===== config.mk =====
export PLATFORM = sky130hd
export DESIGN_NAME = battery_charge_state_tracker_flat
export DESIGN_NICKNAME = d
export VERILOG_FILES = /design/src/design/bcst_pkg.sv /design/src/design/bcst_req_if.sv /design/src/design/bcst_res_if.sv /design/src/design/bcst_step.sv /design/src/design/battery_charge_state_tracker.sv /design/src/flat_wrapper.sv
export VERILOG_INCLUDE_DIRS = /design/src /design/src/design
export SDC_FILE = /design/constraint.sdc
export NUM_CORES = 1
export LEC_CHECK = 0
export BUFFER_PORTS_ARGS = -buffer_cell sky130_fd_sc_hd__buf_2
export CORE_ASPECT_RATIO = 1.1
export CORE_MARGIN = 4
export CORE_UTILIZATION = 60
export DETAILED_ROUTE_END_ITERATION = 10
export GPL_TIMING_DRIVEN = 0
export PLACE_DENSITY = 0.86
export SLEW_MARGIN = 15
export SYNTH_ARGS = -nofsm -noshare
export SYNTH_HDL_FRONTEND = slang
export SYNTH_SLANG_ARGS = --single-unit

===== constraint.sdc =====
create_clock -name clk_i -period 12.8 [get_ports clk_i]
set_input_delay 0.64 -clock clk_i [delete_from_list [all_inputs] [get_ports clk_i]]
set_output_delay 0.64 -clock clk_i [all_outputs]
set_load 0.005 [all_outputs]

===== src/design/battery_charge_state_tracker_macros.svh =====
// assertion macros for the battery charge state tracker
`ifndef BATTERY_CHARGE_STATE_TRACKER_MACROS_SVH
`define BATTERY_CHARGE_STATE_TRACKER_MACROS_SVH

`ifndef SYNTHESIS
`define BCST_ASSERT(name, prop) \
  name: assert property (@(posedge clk_i) disable iff (!rst_ni) prop) \
    else $error("bcst assertion failed");
`define BCST_ASSERT_ALWAYS(name, prop) \
  name: assert property (@(posedge clk_i) prop) \
    else $error("bcst assertion failed");
`else
`define BCST_ASSERT(name, prop)
`define BCST_ASSERT_ALWAYS(name, prop)
`endif

`endif


===== src/design/bcst_pkg.sv =====
// types, constants and helpers of the battery charge state tracker
package bcst_pkg;

  localparam int unsigned CfgIdxW  = 3;
  localparam int unsigned CfgDataW = 32;

  localparam logic [CfgIdxW-1:0] CFG_IDX_CHARGE_LIMIT    = 3'd0;
  localparam logic [CfgIdxW-1:0] CFG_IDX_DISCHARGE_LIMIT = 3'd1;
  localparam logic [CfgIdxW-1:0] CFG_IDX_FULL_TAPER      = 3'd2;
  localparam logic [CfgIdxW-1:0] CFG_IDX_FULL_LEVEL      = 3'd3;
  localparam logic [CfgIdxW-1:0] CFG_IDX_FULL_SETTLE     = 3'd4;

  localparam logic [14:0] CHARGE_LIMIT_RST    = 15'd50;
  localparam logic [14:0] DISCHARGE_LIMIT_RST = 15'd50;
  localparam logic [14:0] FULL_TAPER_RST      = 15'd100;
  localparam logic [6:0]  FULL_LEVEL_RST      = 7'd95;
  localparam logic [31:0] FULL_SETTLE_RST     = 32'd30000;

  // reported state codes
  localparam logic [2:0] STATE_UNKNOWN     = 3'd0;
  localparam logic [2:0] STATE_ABSENT      = 3'd1;
  localparam logic [2:0] STATE_DISCHARGING = 3'd2;
  localparam logic [2:0] STATE_CHARGING    = 3'd3;
  localparam logic [2:0] STATE_FULL        = 3'd4;

  // validity bit positions
  localparam int unsigned VB_SOC    = 0;
  localparam int unsigned VB_VOLT   = 1;
  localparam int unsigned VB_CURR   = 2;
  localparam int unsigned VB_HEALTH = 3;
  localparam int unsigned VB_CYCLES = 4;
  localparam int unsigned VB_EMPTY  = 5;
  localparam int unsigned VB_FULLT  = 6;

  typedef enum logic [4:0] {
    MODE_UNKNOWN     = 5'b00001,
    MODE_ABSENT      = 5'b00010,
    MODE_DISCHARGING = 5'b00100,
    MODE_CHARGING    = 5'b01000,
    MODE_FULL        = 5'b10000
  } mode_e;

  typedef struct packed {
    logic [14:0] charge_limit_ma;
    logic [14:0] discharge_limit_ma;
    logic [14:0] full_taper_ma;
    logic [6:0]  full_charge_level;
    logic [31:0] full_settle_ms;
  } cfg_t;

  typedef struct packed {
    logic               battery_inserted;
    logic               charger_active;
    logic [6:0]         validity_bits;
    logic [7:0]         gauge_soc;
    logic [15:0]        gauge_voltage_mv;
    logic signed [15:0] gauge_current_ma;
    logic [7:0]         gauge_health;
    logic [15:0]        gauge_cycles;
    logic [31:0]        gauge_empty_time_s;
    logic [31:0]        gauge_full_time_s;
    logic [31:0]        time_now_ms;
  } item_t;

  typedef struct packed {
    logic [2:0]         battery_state;
    logic               is_present;
    logic               report_trusted;
    logic [7:0]         reported_soc;
    logic [15:0]        reported_voltage_mv;
    logic signed [15:0] reported_current_ma;
    logic [7:0]         reported_health;
    logic [15:0]        reported_cycles;
    logic [31:0]        reported_empty_time_s;
    logic [31:0]        reported_full_time_s;
    logic               full_settled;
  } res_t;

  typedef struct packed {
    mode_e       mode;
    logic        pending;
    logic [31:0] start_ms;
  } state_t;

  function automatic logic [2:0] mode_code(mode_e mode);
    logic [2:0] code;
    unique case (mode)
      MODE_UNKNOWN:     code = STATE_UNKNOWN;
      MODE_ABSENT:      code = STATE_ABSENT;
      MODE_DISCHARGING: code = STATE_DISCHARGING;
      MODE_CHARGING:    code = STATE_CHARGING;
      MODE_FULL:        code = STATE_FULL;
      default:          code = STATE_UNKNOWN;
    endcase
    return code;
  endfunction

endpackage


===== src/design/bcst_req_if.sv =====
// request channel carrying one telemetry snapshot
interface bcst_req_if;
  logic               valid;
  logic               ready;
  logic               battery_inserted;
  logic               charger_active;
  logic [6:0]         validity_bits;
  logic [7:0]         gauge_soc;
  logic [15:0]        gauge_voltage_mv;
  logic signed [15:0] gauge_current_ma;
  logic [7:0]         gauge_health;
  logic [15:0]        gauge_cycles;
  logic [31:0]        gauge_empty_time_s;
  logic [31:0]        gauge_full_time_s;
  logic [31:0]        time_now_ms;

  modport source (
    output valid, battery_inserted, charger_active, validity_bits, gauge_soc,
           gauge_voltage_mv, gauge_current_ma, gauge_health, gauge_cycles,
           gauge_empty_time_s, gauge_full_time_s, time_now_ms,
    input  ready
  );

  modport sink (
    input  valid, battery_inserted, charger_active, validity_bits, gauge_soc,
           gauge_voltage_mv, gauge_current_ma, gauge_health, gauge_cycles,
           gauge_empty_time_s, gauge_full_time_s, time_now_ms,
    output ready
  );
endinterface


===== src/design/bcst_res_if.sv =====
// result channel carrying one battery report
interface bcst_res_if;
  logic               valid;
  logic               ready;
  logic [2:0]         battery_state;
  logic               is_present;
  logic               report_trusted;
  logic [7:0]         reported_soc;
  logic [15:0]        reported_voltage_mv;
  logic signed [15:0] reported_current_ma;
  logic [7:0]         reported_health;
  logic [15:0]        reported_cycles;
  logic [31:0]        reported_empty_time_s;
  logic [31:0]        reported_full_time_s;
  logic               full_settled;

  modport source (
    output valid, battery_state, is_present, report_trusted, reported_soc,
           reported_voltage_mv, reported_current_ma, reported_health,
           reported_cycles, reported_empty_time_s, reported_full_time_s,
           full_settled,
    input  ready
  );

  modport sink (
    input  valid, battery_state, is_present, report_trusted, reported_soc,
           reported_voltage_mv, reported_current_ma, reported_health,
           reported_cycles, reported_empty_time_s, reported_full_time_s,
           full_settled,
    output ready
  );
endinterface


===== src/design/bcst_step.sv =====
// mode update and report build for one snapshot
module bcst_step (
  input  bcst_pkg::item_t  item_i,
  input  bcst_pkg::cfg_t   cfg_i,
  input  bcst_pkg::state_t state_i,
  output bcst_pkg::state_t state_o,
  output bcst_pkg::res_t   res_o
);

  logic               trusted;
  logic signed [15:0] cur;
  logic signed [16:0] cur_x;
  logic               ge_chg;
  logic               le_dis;
  logic               lt_taper;
  logic               soc_ok;
  logic               full_cond;
  logic [31:0]        elapsed;
  logic               settle_done;

  assign trusted = item_i.validity_bits[bcst_pkg::VB_SOC]
                 & item_i.validity_bits[bcst_pkg::VB_VOLT];
  assign cur     = item_i.validity_bits[bcst_pkg::VB_CURR] ?
                   $signed(item_i.gauge_current_ma) : 16'sd0;
  assign cur_x   = 17'(cur);

  assign ge_chg    = cur_x >= $signed({2'b00, cfg_i.charge_limit_ma});
  assign le_dis    = cur_x <= -$signed({2'b00, cfg_i.discharge_limit_ma});
  assign lt_taper  = cur_x <  $signed({2'b00, cfg_i.full_taper_ma});
  assign soc_ok    = item_i.gauge_soc >= {1'b0, cfg_i.full_charge_level};
  assign full_cond = item_i.charger_active & soc_ok & lt_taper;

  // a clock that went backwards counts as no elapsed time
  assign elapsed     = (item_i.time_now_ms >= state_i.start_ms) ?
                       item_i.time_now_ms - state_i.start_ms : 32'd0;
  assign settle_done = elapsed >= cfg_i.full_settle_ms;

  always_comb begin
    state_o = state_i;
    res_o   = '0;
    if (!item_i.battery_inserted) begin
      state_o.mode    = bcst_pkg::MODE_ABSENT;
      state_o.pending = 1'b0;
      res_o.battery_state = bcst_pkg::STATE_ABSENT;
    end else if (!trusted) begin
      state_o.mode    = bcst_pkg::MODE_UNKNOWN;
      state_o.pending = 1'b0;
      res_o.battery_state = bcst_pkg::STATE_UNKNOWN;
      res_o.is_present    = 1'b1;
    end else begin
      res_o.is_present          = 1'b1;
      res_o.report_trusted      = 1'b1;
      res_o.reported_soc        = item_i.gauge_soc;
      res_o.reported_voltage_mv = item_i.gauge_voltage_mv;
      if (item_i.validity_bits[bcst_pkg::VB_CURR]) begin
        res_o.reported_current_ma = item_i.gauge_current_ma;
      end
      if (item_i.validity_bits[bcst_pkg::VB_HEALTH]) begin
        res_o.reported_health = item_i.gauge_health;
      end
      if (item_i.validity_bits[bcst_pkg::VB_CYCLES]) begin
        res_o.reported_cycles = item_i.gauge_cycles;
      end

      unique case (state_i.mode)
        bcst_pkg::MODE_UNKNOWN: begin
          priority if (ge_chg) begin
            state_o.mode = bcst_pkg::MODE_CHARGING;
          end else if (le_dis) begin
            state_o.mode = bcst_pkg::MODE_DISCHARGING;
          end else if (item_i.charger_active && soc_ok) begin
            state_o.mode = bcst_pkg::MODE_FULL;
          end else begin
            state_o.mode = bcst_pkg::MODE_DISCHARGING;
          end
        end
        bcst_pkg::MODE_ABSENT: begin
          state_o.mode = bcst_pkg::MODE_UNKNOWN;
        end
        bcst_pkg::MODE_DISCHARGING: begin
          priority if (ge_chg) begin
            state_o.mode    = bcst_pkg::MODE_CHARGING;
            state_o.pending = 1'b0;
          end else if (full_cond) begin
            state_o.mode     = bcst_pkg::MODE_FULL;
            state_o.pending  = 1'b1;
            state_o.start_ms = item_i.time_now_ms;
          end
        end
        bcst_pkg::MODE_CHARGING: begin
          priority if (le_dis) begin
            state_o.mode    = bcst_pkg::MODE_DISCHARGING;
            state_o.pending = 1'b0;
          end else if (full_cond) begin
            state_o.mode     = bcst_pkg::MODE_FULL;
            state_o.pending  = 1'b1;
            state_o.start_ms = item_i.time_now_ms;
          end
        end
        bcst_pkg::MODE_FULL: begin
          if (full_cond) begin
            if (state_i.pending && settle_done) begin
              state_o.pending = 1'b0;
            end
          end else begin
            state_o.mode    = ge_chg ? bcst_pkg::MODE_CHARGING
                                     : bcst_pkg::MODE_DISCHARGING;
            state_o.pending = 1'b0;
          end
        end
        default: begin
          state_o.mode = bcst_pkg::MODE_UNKNOWN;
        end
      endcase

      res_o.battery_state = bcst_pkg::mode_code(state_o.mode);
      if (state_o.mode == bcst_pkg::MODE_DISCHARGING &&
          item_i.validity_bits[bcst_pkg::VB_EMPTY]) begin
        res_o.reported_empty_time_s = item_i.gauge_empty_time_s;
      end
      if (state_o.mode == bcst_pkg::MODE_CHARGING &&
          item_i.validity_bits[bcst_pkg::VB_FULLT]) begin
        res_o.reported_full_time_s = item_i.gauge_full_time_s;
      end
      res_o.full_settled = (state_o.mode == bcst_pkg::MODE_FULL) && !state_o.pending;
    end
  end

endmodule


===== src/design/battery_charge_state_tracker.sv =====
// battery charge state tracker top level
// takes telemetry snapshots and returns one report per snapshot: the
// request lands in an input register, the mode update and report build run
// combinationally, and the report waits in a result register until the sink
// takes it. the mode, timer start and pending flag feed back from their
// registers through the same combinational step, so back to back requests
// are taken at one per clock as long as the result side keeps up.
// configuration writes apply on the clock edge where the write enable is high.
`include "battery_charge_state_tracker_macros.svh"

module battery_charge_state_tracker (
  input  logic                                clk_i,
  input  logic                                rst_ni,
  input  logic                                cfg_we_i,
  input  logic [bcst_pkg::CfgIdxW-1:0]        cfg_idx_i,
  input  logic [bcst_pkg::CfgDataW-1:0]       cfg_wdata_i,
  bcst_req_if.sink                            req_i,
  bcst_res_if.source                          res_o
);

  bcst_pkg::cfg_t   cfg_q;
  bcst_pkg::item_t  req_d;
  bcst_pkg::item_t  req_q;
  logic             req_vld_q;
  bcst_pkg::state_t state_q;
  bcst_pkg::state_t state_d;
  bcst_pkg::res_t   res_d;
  bcst_pkg::res_t   res_q;
  logic             res_vld_q;
  logic             advance;

  // configuration registers
  always_ff @(posedge clk_i or negedge rst_ni) begin
    if (!rst_ni) begin
      cfg_q.charge_limit_ma    <= bcst_pkg::CHARGE_LIMIT_RST;
      cfg_q.discharge_limit_ma <= bcst_pkg::DISCHARGE_LIMIT_RST;
      cfg_q.full_taper_ma      <= bcst_pkg::FULL_TAPER_RST;
      cfg_q.full_charge_level  <= bcst_pkg::FULL_LEVEL_RST;
      cfg_q.full_settle_ms     <= bcst_pkg::FULL_SETTLE_RST;
    end else if (cfg_we_i) begin
      case (cfg_idx_i)
        bcst_pkg::CFG_IDX_CHARGE_LIMIT:    cfg_q.charge_limit_ma    <= cfg_wdata_i[14:0];
        bcst_pkg::CFG_IDX_DISCHARGE_LIMIT: cfg_q.discharge_limit_ma <= cfg_wdata_i[14:0];
        bcst_pkg::CFG_IDX_FULL_TAPER:      cfg_q.full_taper_ma      <= cfg_wdata_i[14:0];
        bcst_pkg::CFG_IDX_FULL_LEVEL:      cfg_q.full_charge_level  <= cfg_wdata_i[6:0];
        bcst_pkg::CFG_IDX_FULL_SETTLE:     cfg_q.full_settle_ms     <= cfg_wdata_i[31:0];
        default: ;
      endcase
    end
  end

  // handshake
  assign advance     = !res_vld_q || res_o.ready;
  assign req_i.ready = !req_vld_q || advance;

  assign req_d.battery_inserted   = req_i.battery_inserted;
  assign req_d.charger_active     = req_i.charger_active;
  assign req_d.validity_bits      = req_i.validity_bits;
  assign req_d.gauge_soc          = req_i.gauge_soc;
  assign req_d.gauge_voltage_mv   = req_i.gauge_voltage_mv;
  assign req_d.gauge_current_ma   = req_i.gauge_current_ma;
  assign req_d.gauge_health       = req_i.gauge_health;
  assign req_d.gauge_cycles       = req_i.gauge_cycles;
  assign req_d.gauge_empty_time_s = req_i.gauge_empty_time_s;
  assign req_d.gauge_full_time_s  = req_i.gauge_full_time_s;
  assign req_d.time_now_ms        = req_i.time_now_ms;

  // input register
  always_ff @(posedge clk_i or negedge rst_ni) begin
    if (!rst_ni) begin
      req_vld_q <= 1'b0;
    end else if (req_i.ready) begin
      req_vld_q <= req_i.valid;
    end
  end

  always_ff @(posedge clk_i) begin
    if (req_i.valid && req_i.ready) begin
      req_q <= req_d;
    end
  end

  bcst_step u_step (
    .item_i  (req_q),
    .cfg_i   (cfg_q),
    .state_i (state_q),
    .state_o (state_d),
    .res_o   (res_d)
  );

  // tracker state and result register
  always_ff @(posedge clk_i or negedge rst_ni) begin
    if (!rst_ni) begin
      state_q.mode     <= bcst_pkg::MODE_UNKNOWN;
      state_q.pending  <= 1'b0;
      state_q.start_ms <= 32'd0;
      res_vld_q        <= 1'b0;
    end else if (advance) begin
      res_vld_q <= req_vld_q;
      if (req_vld_q) begin
        state_q <= state_d;
      end
    end
  end

  always_ff @(posedge clk_i) begin
    if (advance && req_vld_q) begin
      res_q <= res_d;
    end
  end

  assign res_o.valid                 = res_vld_q;
  assign res_o.battery_state         = res_q.battery_state;
  assign res_o.is_present            = res_q.is_present;
  assign res_o.report_trusted        = res_q.report_trusted;
  assign res_o.reported_soc          = res_q.reported_soc;
  assign res_o.reported_voltage_mv   = res_q.reported_voltage_mv;
  assign res_o.reported_current_ma   = res_q.reported_current_ma;
  assign res_o.reported_health       = res_q.reported_health;
  assign res_o.reported_cycles       = res_q.reported_cycles;
  assign res_o.reported_empty_time_s = res_q.reported_empty_time_s;
  assign res_o.reported_full_time_s  = res_q.reported_full_time_s;
  assign res_o.full_settled          = res_q.full_settled;

  // settle timer only runs in full mode
  `BCST_ASSERT(a_pending_only_full, state_q.pending |-> state_q.mode == bcst_pkg::MODE_FULL)
  // a settled report always carries the full state
  `BCST_ASSERT(a_settled_is_full, res_vld_q && res_q.full_settled |-> res_q.battery_state == bcst_pkg::STATE_FULL)
  // a report without a pack carries the absent state
  `BCST_ASSERT(a_absent_state, res_vld_q && !res_q.is_present |-> res_q.battery_state == bcst_pkg::STATE_ABSENT)
  // a held request is never dropped while the result side stalls
  `BCST_ASSERT(a_req_held, req_vld_q && !advance |=> req_vld_q)

endmodule


===== src/flat_wrapper.sv =====
// flat-port wrapper written by rule: the top's interface ports become plain ports
module battery_charge_state_tracker_flat 
  (clk_i, rst_ni, cfg_we_i, cfg_idx_i, cfg_wdata_i, req_i_valid, req_i_battery_inserted, req_i_charger_active, req_i_validity_bits, req_i_gauge_soc, req_i_gauge_voltage_mv, req_i_gauge_current_ma, req_i_gauge_health, req_i_gauge_cycles, req_i_gauge_empty_time_s, req_i_gauge_full_time_s, req_i_time_now_ms, req_i_ready, res_o_valid, res_o_battery_state, res_o_is_present, res_o_report_trusted, res_o_reported_soc, res_o_reported_voltage_mv, res_o_reported_current_ma, res_o_reported_health, res_o_reported_cycles, res_o_reported_empty_time_s, res_o_reported_full_time_s, res_o_full_settled, res_o_ready);
  bcst_req_if req_i_i ();
  bcst_res_if res_o_i ();
  input  logic clk_i;
  input  logic rst_ni;
  input  logic cfg_we_i;
  input  logic [bcst_pkg::CfgIdxW-1:0] cfg_idx_i;
  input  logic [bcst_pkg::CfgDataW-1:0] cfg_wdata_i;
  input wire logic [$bits(req_i_i.valid)-1:0] req_i_valid;
  input wire logic [$bits(req_i_i.battery_inserted)-1:0] req_i_battery_inserted;
  input wire logic [$bits(req_i_i.charger_active)-1:0] req_i_charger_active;
  input wire logic [$bits(req_i_i.validity_bits)-1:0] req_i_validity_bits;
  input wire logic [$bits(req_i_i.gauge_soc)-1:0] req_i_gauge_soc;
  input wire logic [$bits(req_i_i.gauge_voltage_mv)-1:0] req_i_gauge_voltage_mv;
  input wire logic [$bits(req_i_i.gauge_current_ma)-1:0] req_i_gauge_current_ma;
  input wire logic [$bits(req_i_i.gauge_health)-1:0] req_i_gauge_health;
  input wire logic [$bits(req_i_i.gauge_cycles)-1:0] req_i_gauge_cycles;
  input wire logic [$bits(req_i_i.gauge_empty_time_s)-1:0] req_i_gauge_empty_time_s;
  input wire logic [$bits(req_i_i.gauge_full_time_s)-1:0] req_i_gauge_full_time_s;
  input wire logic [$bits(req_i_i.time_now_ms)-1:0] req_i_time_now_ms;
  output wire logic [$bits(req_i_i.ready)-1:0] req_i_ready;
  output wire logic [$bits(res_o_i.valid)-1:0] res_o_valid;
  output wire logic [$bits(res_o_i.battery_state)-1:0] res_o_battery_state;
  output wire logic [$bits(res_o_i.is_present)-1:0] res_o_is_present;
  output wire logic [$bits(res_o_i.report_trusted)-1:0] res_o_report_trusted;
  output wire logic [$bits(res_o_i.reported_soc)-1:0] res_o_reported_soc;
  output wire logic [$bits(res_o_i.reported_voltage_mv)-1:0] res_o_reported_voltage_mv;
  output wire logic [$bits(res_o_i.reported_current_ma)-1:0] res_o_reported_current_ma;
  output wire logic [$bits(res_o_i.reported_health)-1:0] res_o_reported_health;
  output wire logic [$bits(res_o_i.reported_cycles)-1:0] res_o_reported_cycles;
  output wire logic [$bits(res_o_i.reported_empty_time_s)-1:0] res_o_reported_empty_time_s;
  output wire logic [$bits(res_o_i.reported_full_time_s)-1:0] res_o_reported_full_time_s;
  output wire logic [$bits(res_o_i.full_settled)-1:0] res_o_full_settled;
  input wire logic [$bits(res_o_i.ready)-1:0] res_o_ready;
  assign req_i_i.valid = req_i_valid;
  assign req_i_i.battery_inserted = req_i_battery_inserted;
  assign req_i_i.charger_active = req_i_charger_active;
  assign req_i_i.validity_bits = req_i_validity_bits;
  assign req_i_i.gauge_soc = req_i_gauge_soc;
  assign req_i_i.gauge_voltage_mv = req_i_gauge_voltage_mv;
  assign req_i_i.gauge_current_ma = req_i_gauge_current_ma;
  assign req_i_i.gauge_health = req_i_gauge_health;
  assign req_i_i.gauge_cycles = req_i_gauge_cycles;
  assign req_i_i.gauge_empty_time_s = req_i_gauge_empty_time_s;
  assign req_i_i.gauge_full_time_s = req_i_gauge_full_time_s;
  assign req_i_i.time_now_ms = req_i_time_now_ms;
  assign req_i_ready = req_i_i.ready;
  assign res_o_valid = res_o_i.valid;
  assign res_o_battery_state = res_o_i.battery_state;
  assign res_o_is_present = res_o_i.is_present;
  assign res_o_report_trusted = res_o_i.report_trusted;
  assign res_o_reported_soc = res_o_i.reported_soc;
  assign res_o_reported_voltage_mv = res_o_i.reported_voltage_mv;
  assign res_o_reported_current_ma = res_o_i.reported_current_ma;
  assign res_o_reported_health = res_o_i.reported_health;
  assign res_o_reported_cycles = res_o_i.reported_cycles;
  assign res_o_reported_empty_time_s = res_o_i.reported_empty_time_s;
  assign res_o_reported_full_time_s = res_o_i.reported_full_time_s;
  assign res_o_full_settled = res_o_i.full_settled;
  assign res_o_i.ready = res_o_ready;
  battery_charge_state_tracker u_core (.clk_i(clk_i), .rst_ni(rst_ni), .cfg_we_i(cfg_we_i), .cfg_idx_i(cfg_idx_i), .cfg_wdata_i(cfg_wdata_i), .req_i(req_i_i), .res_o(res_o_i));
endmodule

* After elaboration in Yosys (flattened, before gate mapping)
Cells that the tools add are included.
Cells by class: add/subtract/negate cells 2, order comparisons 6, equality and inequality tests 14, muxes and demuxes 30, bitwise logic cells 3, reduce and logical (&&, ||, !) cells 26
Operators by type and width (count):
- 2-to-1 mux 32 bit | 5
- 2-to-1 mux 130 bit | 1
- greater-or-equal comparator 32 bit | 2
- one-hot mux 32 bit (2 select lines) | 1
- 2-to-1 mux 38 bit | 1
- 2-to-1 mux 16 bit | 2
- subtractor 32 bit | 1
- 2-to-1 mux 5 bit | 6
- 2-to-1 mux 6 bit | 4
- one-hot mux 5 bit (4 select lines) | 1
- <= comparator 16 x 17 -> 1 bit | 1
- negator 15 -> 17 bit | 1
- greater-or-equal comparator 16 bit | 1
- less-than comparator 16 bit | 1
- AND reduction 2 bit | 7
- one-hot mux 3 bit (4 select lines) | 1
- AND reduction 3 bit | 4
- == test 5 x 3 -> 1 bit, second input constant | 2
- == test 5 x 4 -> 1 bit, second input constant | 2
- == test 5 bit, second input constant | 2
- greater-or-equal comparator 8 x 7 -> 1 bit | 1
- 2-to-1 mux 8 bit | 1
- logical AND 1 bit | 7
- AND reduction 7 bit | 1
- 15 further kinds | 25
Word-level totals: register bits 427, input bits 209, output and inout bits 136, logic and storage cells 114

* Logic depth before layout (Yosys ltp)
word-level depth 12, gate-level depth with buffers 23, depth with buffers taken out 21

* Cells and area by module
Synthesis repeated with hierarchy kept, for this count alone.
Second synthesis, totals: cells, all modules 1465, area total of the unflattened synthesis 19535.0 um^2
By module, submodules not included:
- battery_charge_state_tracker | instances 1, cells an instance 574, area each 13799.5 um^2, sequential area each 12230.5 um^2
- bcst_step | instances 1, cells an instance 891, area each 5735.5 um^2, sequential area each 0.0 um^2

* Least setup slack after synthesis
Ideal clock, no wire load.
kind input to register, start input port res_o_ready, end register u_core.req_q[0] (netlist name), enable pin, library setup time 0.550 ns, data arrival time 4.685 ns, data required time 12.250 ns, slack 7.564 ns, stages 2, buffers on the path 0, cells stage by stage nand3b_1 and2_1
Between the ends: longest elaborated chain between the ends 3
RTL lines:
- from (decl) | RTL line flat_wrapper.sv:36 | input wire logic [$bits(res_o_i.ready)-1:0] res_o_ready;
- logical OR 1 bit | RTL line battery_charge_state_tracker.sv:53 | assign advance = !res_vld_q || res_o.ready;
- logical OR 1 bit | RTL line battery_charge_state_tracker.sv:54 | assign req_i.ready = !req_vld_q || advance;
- logical AND 1 bit | RTL line battery_charge_state_tracker.sv:78 | if (req_i.valid && req_i.ready) begin
- to (signal assigned) | RTL line battery_charge_state_tracker.sv:79 | req_q <= req_d;
- to (decl) | RTL line battery_charge_state_tracker.sv:23 | bcst_pkg::item_t req_q;
Every way passes these cells. A chain may end at the register's enable or synchronous reset.

* Worst setup path after layout
start register u_core.req_q[0] (netlist name), end register u_core.res_q, in the netlist u_core.res_o.full_settled, data pin
Between the ends: longest elaborated chain between the ends 11, elaborated cells between the ends (all ways) 12, those cells by class 1 x add/sub; 2 x order compare; 6 x mux; 3 x reduce/logical
RTL lines:
- subtractor 32 bit / greater-or-equal comparator 32 bit (equally long branches) | RTL line bcst_step.sv:35, bcst_step.sv:34
- 2-to-1 mux 32 bit * | RTL line bcst_step.sv:34 | assign elapsed = (item_i.time_now_ms >= state_i.start_ms) ?
- greater-or-equal comparator 32 bit * | RTL line bcst_step.sv:36 | assign settle_done = elapsed >= cfg_i.full_settle_ms;
- logical AND 1 bit * | RTL line bcst_step.sv:102 | if (state_i.pending && settle_done) begin
- 2-to-1 mux 1 bit * | RTL line bcst_step.sv:102
- 2-to-1 mux 1 bit * | RTL line bcst_step.sv:101 | if (full_cond) begin
- one-hot mux 1 bit (3 select lines) * | RTL line bcst_step.sv:65 | unique case (state_i.mode)
- 2-to-1 mux 1 bit * | RTL line bcst_step.sv:45 | end else if (!trusted) begin
- 2-to-1 mux 1 bit * | RTL line bcst_step.sv:41 | if (!item_i.battery_inserted) begin
- logical NOT 1 bit * | RTL line bcst_step.sv:125 | res_o.full_settled = (state_o.mode == bcst_pkg::MODE_FULL) && !state_o.pending;
- logical AND 1 bit * | RTL line bcst_step.sv:125
- to (signal assigned) | RTL line battery_charge_state_tracker.sv:108 | res_q <= res_d;
- to (decl) | RTL line battery_charge_state_tracker.sv:28 | bcst_pkg::res_t res_q;
Every way passes the cells marked *; elsewhere a longest branch is shown, timed or not. The select of a mux whose other input is x is not followed.

==> results.cfg <==
[critical_path]
crit_end = u_core.res_o.full_settled
reg2reg_slack_ns = 7.45
critPathKind = reg -> reg
critPathArrivalTime_ns = 5.64
critical_path.max_fanout = 10
rr_endpoint = u_core.res_o.full_settled
startpoint = u_core.req_q[0]
required_ns = 13.09
cp-end-kind = register
setup.worst_path.start_class = register
reg2reg_depth = 23
r2r-start = u_core.req_q[0]

[clock_tree]
cts_tree = done
clock_sinks = 427
cts_buffer_depth = 3
htreeDepth = 2
clkLatencyLatePin_ns = 0.55
postCtsHoldBufs = 0
cts-resized-gates = 0
root_buffer = clkbuf_16
post_cts_buffers = 0
cts_buffers = 43
path_clk_slew_ns = 0.07

[logic_synthesis]
synth_edf_count = 303
synth_largest_area_cell = edfxtp_1
synth_compound_area_share_pct = 8.188
synthArstFlopShare_pct = 29.04
netlist.area_leader.share_pct = 46.92
synth_nets = 1847
ys_ff_latch = 427
ys_types = 79
ys_warn_count = 0
synth_fa_ha_area_share_pct = 7.717
syn_area_per_cell_um2 = 12.77
muxShareOfSynthArea_pct = 3.549
ys_seq_area_share_pct = 63.07
synth_area_leaders = edfxtp_1, dfrtp_1, ha_1, dfstp_2, o21ai_0
synth_top_family_by_area = simple AND/OR/NAND/NOR gates
synthCells = 1519
synth_xor_area_share_pct = 1.671
synthFlopType = edfxtp_1
synth_area_um2 = 19390
synth_simple_gate_area_share_pct = 12.12

[finish]
postLayoutCoreUtil_pct = 73.36
drive_gt1_share_pct = 25.90
syn2layout_area_growth_pct = 19.73
nNetsFinal = 2240
multi_input_area_um2 = 6454
fin_area_um2 = 23220
final-seq-area_um2 = 12230
nFillCells = 2096

[global_route]
antenna_found_initial = 11
grt_pass1_vias = 13889
grt_pass1_wl_mm = 75.24
grt_use_total_pct = 26.95
grt_max_degree = 92
grt_overflow = 0

[min_path]
min_path_type = in -> async

[detailed_routing]
wl_per_cell_um = 20.57
ant_nets = 0
first_pass_iters = 5
drtIter0Drc = 1225
routed_wl_mm = 48.82
drc = 0
viasPerCell = 5.721
vias = 13582

[floorplanning]
die_area_um2 = 35260
coreArea_um2 = 31650
rows = 68
ioPinCount = 345
die_x_um = 179.4
initial_utilization_pct = 61.27
die_h_um = 196.6

[sta]
skew_ns = 0.02509
worst_pin_slew_ns = 0.8248
fmax_ghz = 0.1869
final.setup.tns_ns = 0
maxSlewHeadroom_pct = 44.71
slew_violations = 0
rsz0062_at_grt = false
hold_violations = 0
period_needed_ns = 5.351
setup_violations = 0
timing.final.crit_share_pct = 41.81

[placement]
post-dp-hpwl_mm = 35.41
placed_cell_area_um2 = 21770
gp_congestion = 0.9236
io_buffers = 344

[flow_run]
max_cap_viol_count = 0

[pwr]
vdd.ir_drop.worst_v = 0.0001146
p_per_area_nw_per_um2 = 149.0
leakage_nw = 10.00

[status]
outcome = finished, final reports clean
==> sequential cells by signal, summed over array words and instances, names as in the netlist, 3 cells and up <==
| register | count |
|---|---|
| u_core.res_o.battery_state | 3 |
| u_core.res_o.reported_current_ma | 16 |
| u_core.res_o.reported_empty_time_s | 32 |
| u_core.res_o.reported_voltage_mv | 16 |
| u_core.cfg_q | 84 |
| u_core.state_q | 38 |
| u_core.req_q | 169 |
| u_core.res_o.reported_health | 8 |
| u_core.res_o.reported_soc | 8 |
| u_core.res_o.reported_full_time_s | 32 |
| u_core.res_o.reported_cycles | 16 |
==> cells in the mapped netlist, drive strengths merged, types with 3 or more instances <==
cell / count
inv: 121
and4: 34
nand4: 12
xnor2: 18
and3: 35
o21a: 3
nand3: 43
a21o: 24
nand2b: 13
xor2: 19
o22ai: 3
nor3: 14
o211ai: 5
dfstp: 23
a211o: 3
a2111o: 3
dfrtp: 101
o31ai: 3
and2: 56
mux2: 56
nand2: 105
nor4: 4
o21bai: 6
o31a: 3
buf: 18
clkbuf: 36
ha: 118
edfxtp: 303
nor3b: 3
nor2b: 9
a211oi: 13
a221o: 4
o21ai: 104
a31oi: 6
or2: 3
a21oi: 49
a221oi: 3
nor2: 111
==> worst min-delay path by stage <==
stage	to	from	cells after the start	slack (ns)
after global placement	u_core.state_q[15]	u_core.state_q[15]	1	0.47
final	u_core.state_q[19]	rst_ni	1	0.05
after CTS	u_core.state_q[19]	rst_ni	1	0.04
after floorplan	u_core.cfg_q[0]	rst_ni	0	0.34
after detailed placement	u_core.state_q[3]	u_core.state_q[3]	1	0.47
after global routing	u_core.state_q[24]	rst_ni	1	0.06
==> cell type report <==
| cell class | instances | area share [%] |
|---|---|---|
| antenna | 8 | 0.08623 |
| buffer | 54 | 1.105 |
| clock buffer | 59 | 4.980 |
| clock inverter | 20 | 1.180 |
| inverter | 122 | 1.994 |
| multi-input combinational | 916 | 27.80 |
| sequential | 427 | 52.68 |
| tap | 420 | 2.263 |
| timing repair buffer | 348 | 7.917 |
==> power by group <==
part	switching (mW)	internal [mW]	total [mW]
Combinational	0.291	0.202	0.493
Clock	0.523	0.757	1.28
Sequential	0.0546	1.63	1.69
Total	0.869	2.59	3.46
==> stage by stage <==
step                hold WS (ns)  setup WS, ns  power (mW)  instances
floorplan                 0.3444         7.564       2.011       1519
global placement          0.4665         5.945       2.168       2283
detailed placement        0.4747         7.440       2.195       2287
CTS                      0.04015         7.416       3.473       2366
global route             0.05738         7.115       3.612       2372
finish                   0.04964         7.449       3.459       2374
==> worst max-delay path: stages, from the launching register on <==
cell,delay [ns]
edfxtp_1,0.41
inv_1,0.08
ha_1,0.17
inv_1,0.06
fa_1,0.43
a211oi_2,0.27
nor2_4,0.08
o22ai_2,0.29
o21ai_4,0.14
a221oi_2,0.39
and4_1,0.26
or3_1,0.10
buf_2,0.18
buf_6,0.18
nor2_1,0.07
ha_1,0.31
a2111o_1,0.41
a31oi_1,0.13
o21ai_0,0.13
a31oi_1,0.23
o31ai_1,0.14
a41oi_1,0.33
o21ai_0,0.12
and3_1,0.18
==> logic make-up after synthesis <==
group                      Yosys count
and+or+nand+nor                    453
muxes                               58
adders and majority gates          119
AOI/OAI and AO/OA                  249
buffers and inverters              176
DFF                                427
xor gates and xnor gates            37
==> per-layer routing <==
layer | global-route usage [%] | vias to the layer above | share of wire (%)
li1 | - | 6289 | -
met1 | 31.51 | 6520 | 36
met4 | 10.47 | 8 | 4.0
met3 | 5.851 | 143 | 8.2
met2 | 48.91 | 622 | 52
met5 | 0 | - | 0.13
==> placed cells by master, fill, tap and decap left out, types with 6 or more instances in the layout <==
cell,synthesis,layout
o21bai_1,6,6
a21o_1,24,24
and3_1,35,35
nor2b_1,9,9
xnor2_1,18,18
bufinv_16,0,6
diode_2,0,8
buf_2,10,353
clkinv_2,0,6
clkbuf_16,0,43
a21oi_1,48,48
o21ai_0,101,101
xor2_1,19,19
nand3_1,43,43
mux2_2,26,26
and4_1,34,34
edfxtp_1,303,303
clkbuf_1,36,50
and2_1,55,54
mux2_4,10,10
inv_1,120,119
nand2b_1,13,13
nor2_1,110,110
ha_1,118,118
dfrtp_1,101,101
nand2_1,105,105
dfstp_2,23,23
nor3_1,12,11
mux2_1,20,20
a31oi_1,6,6
a211oi_1,9,9
nand4_1,12,12
(Power assumes the default switching activity.)
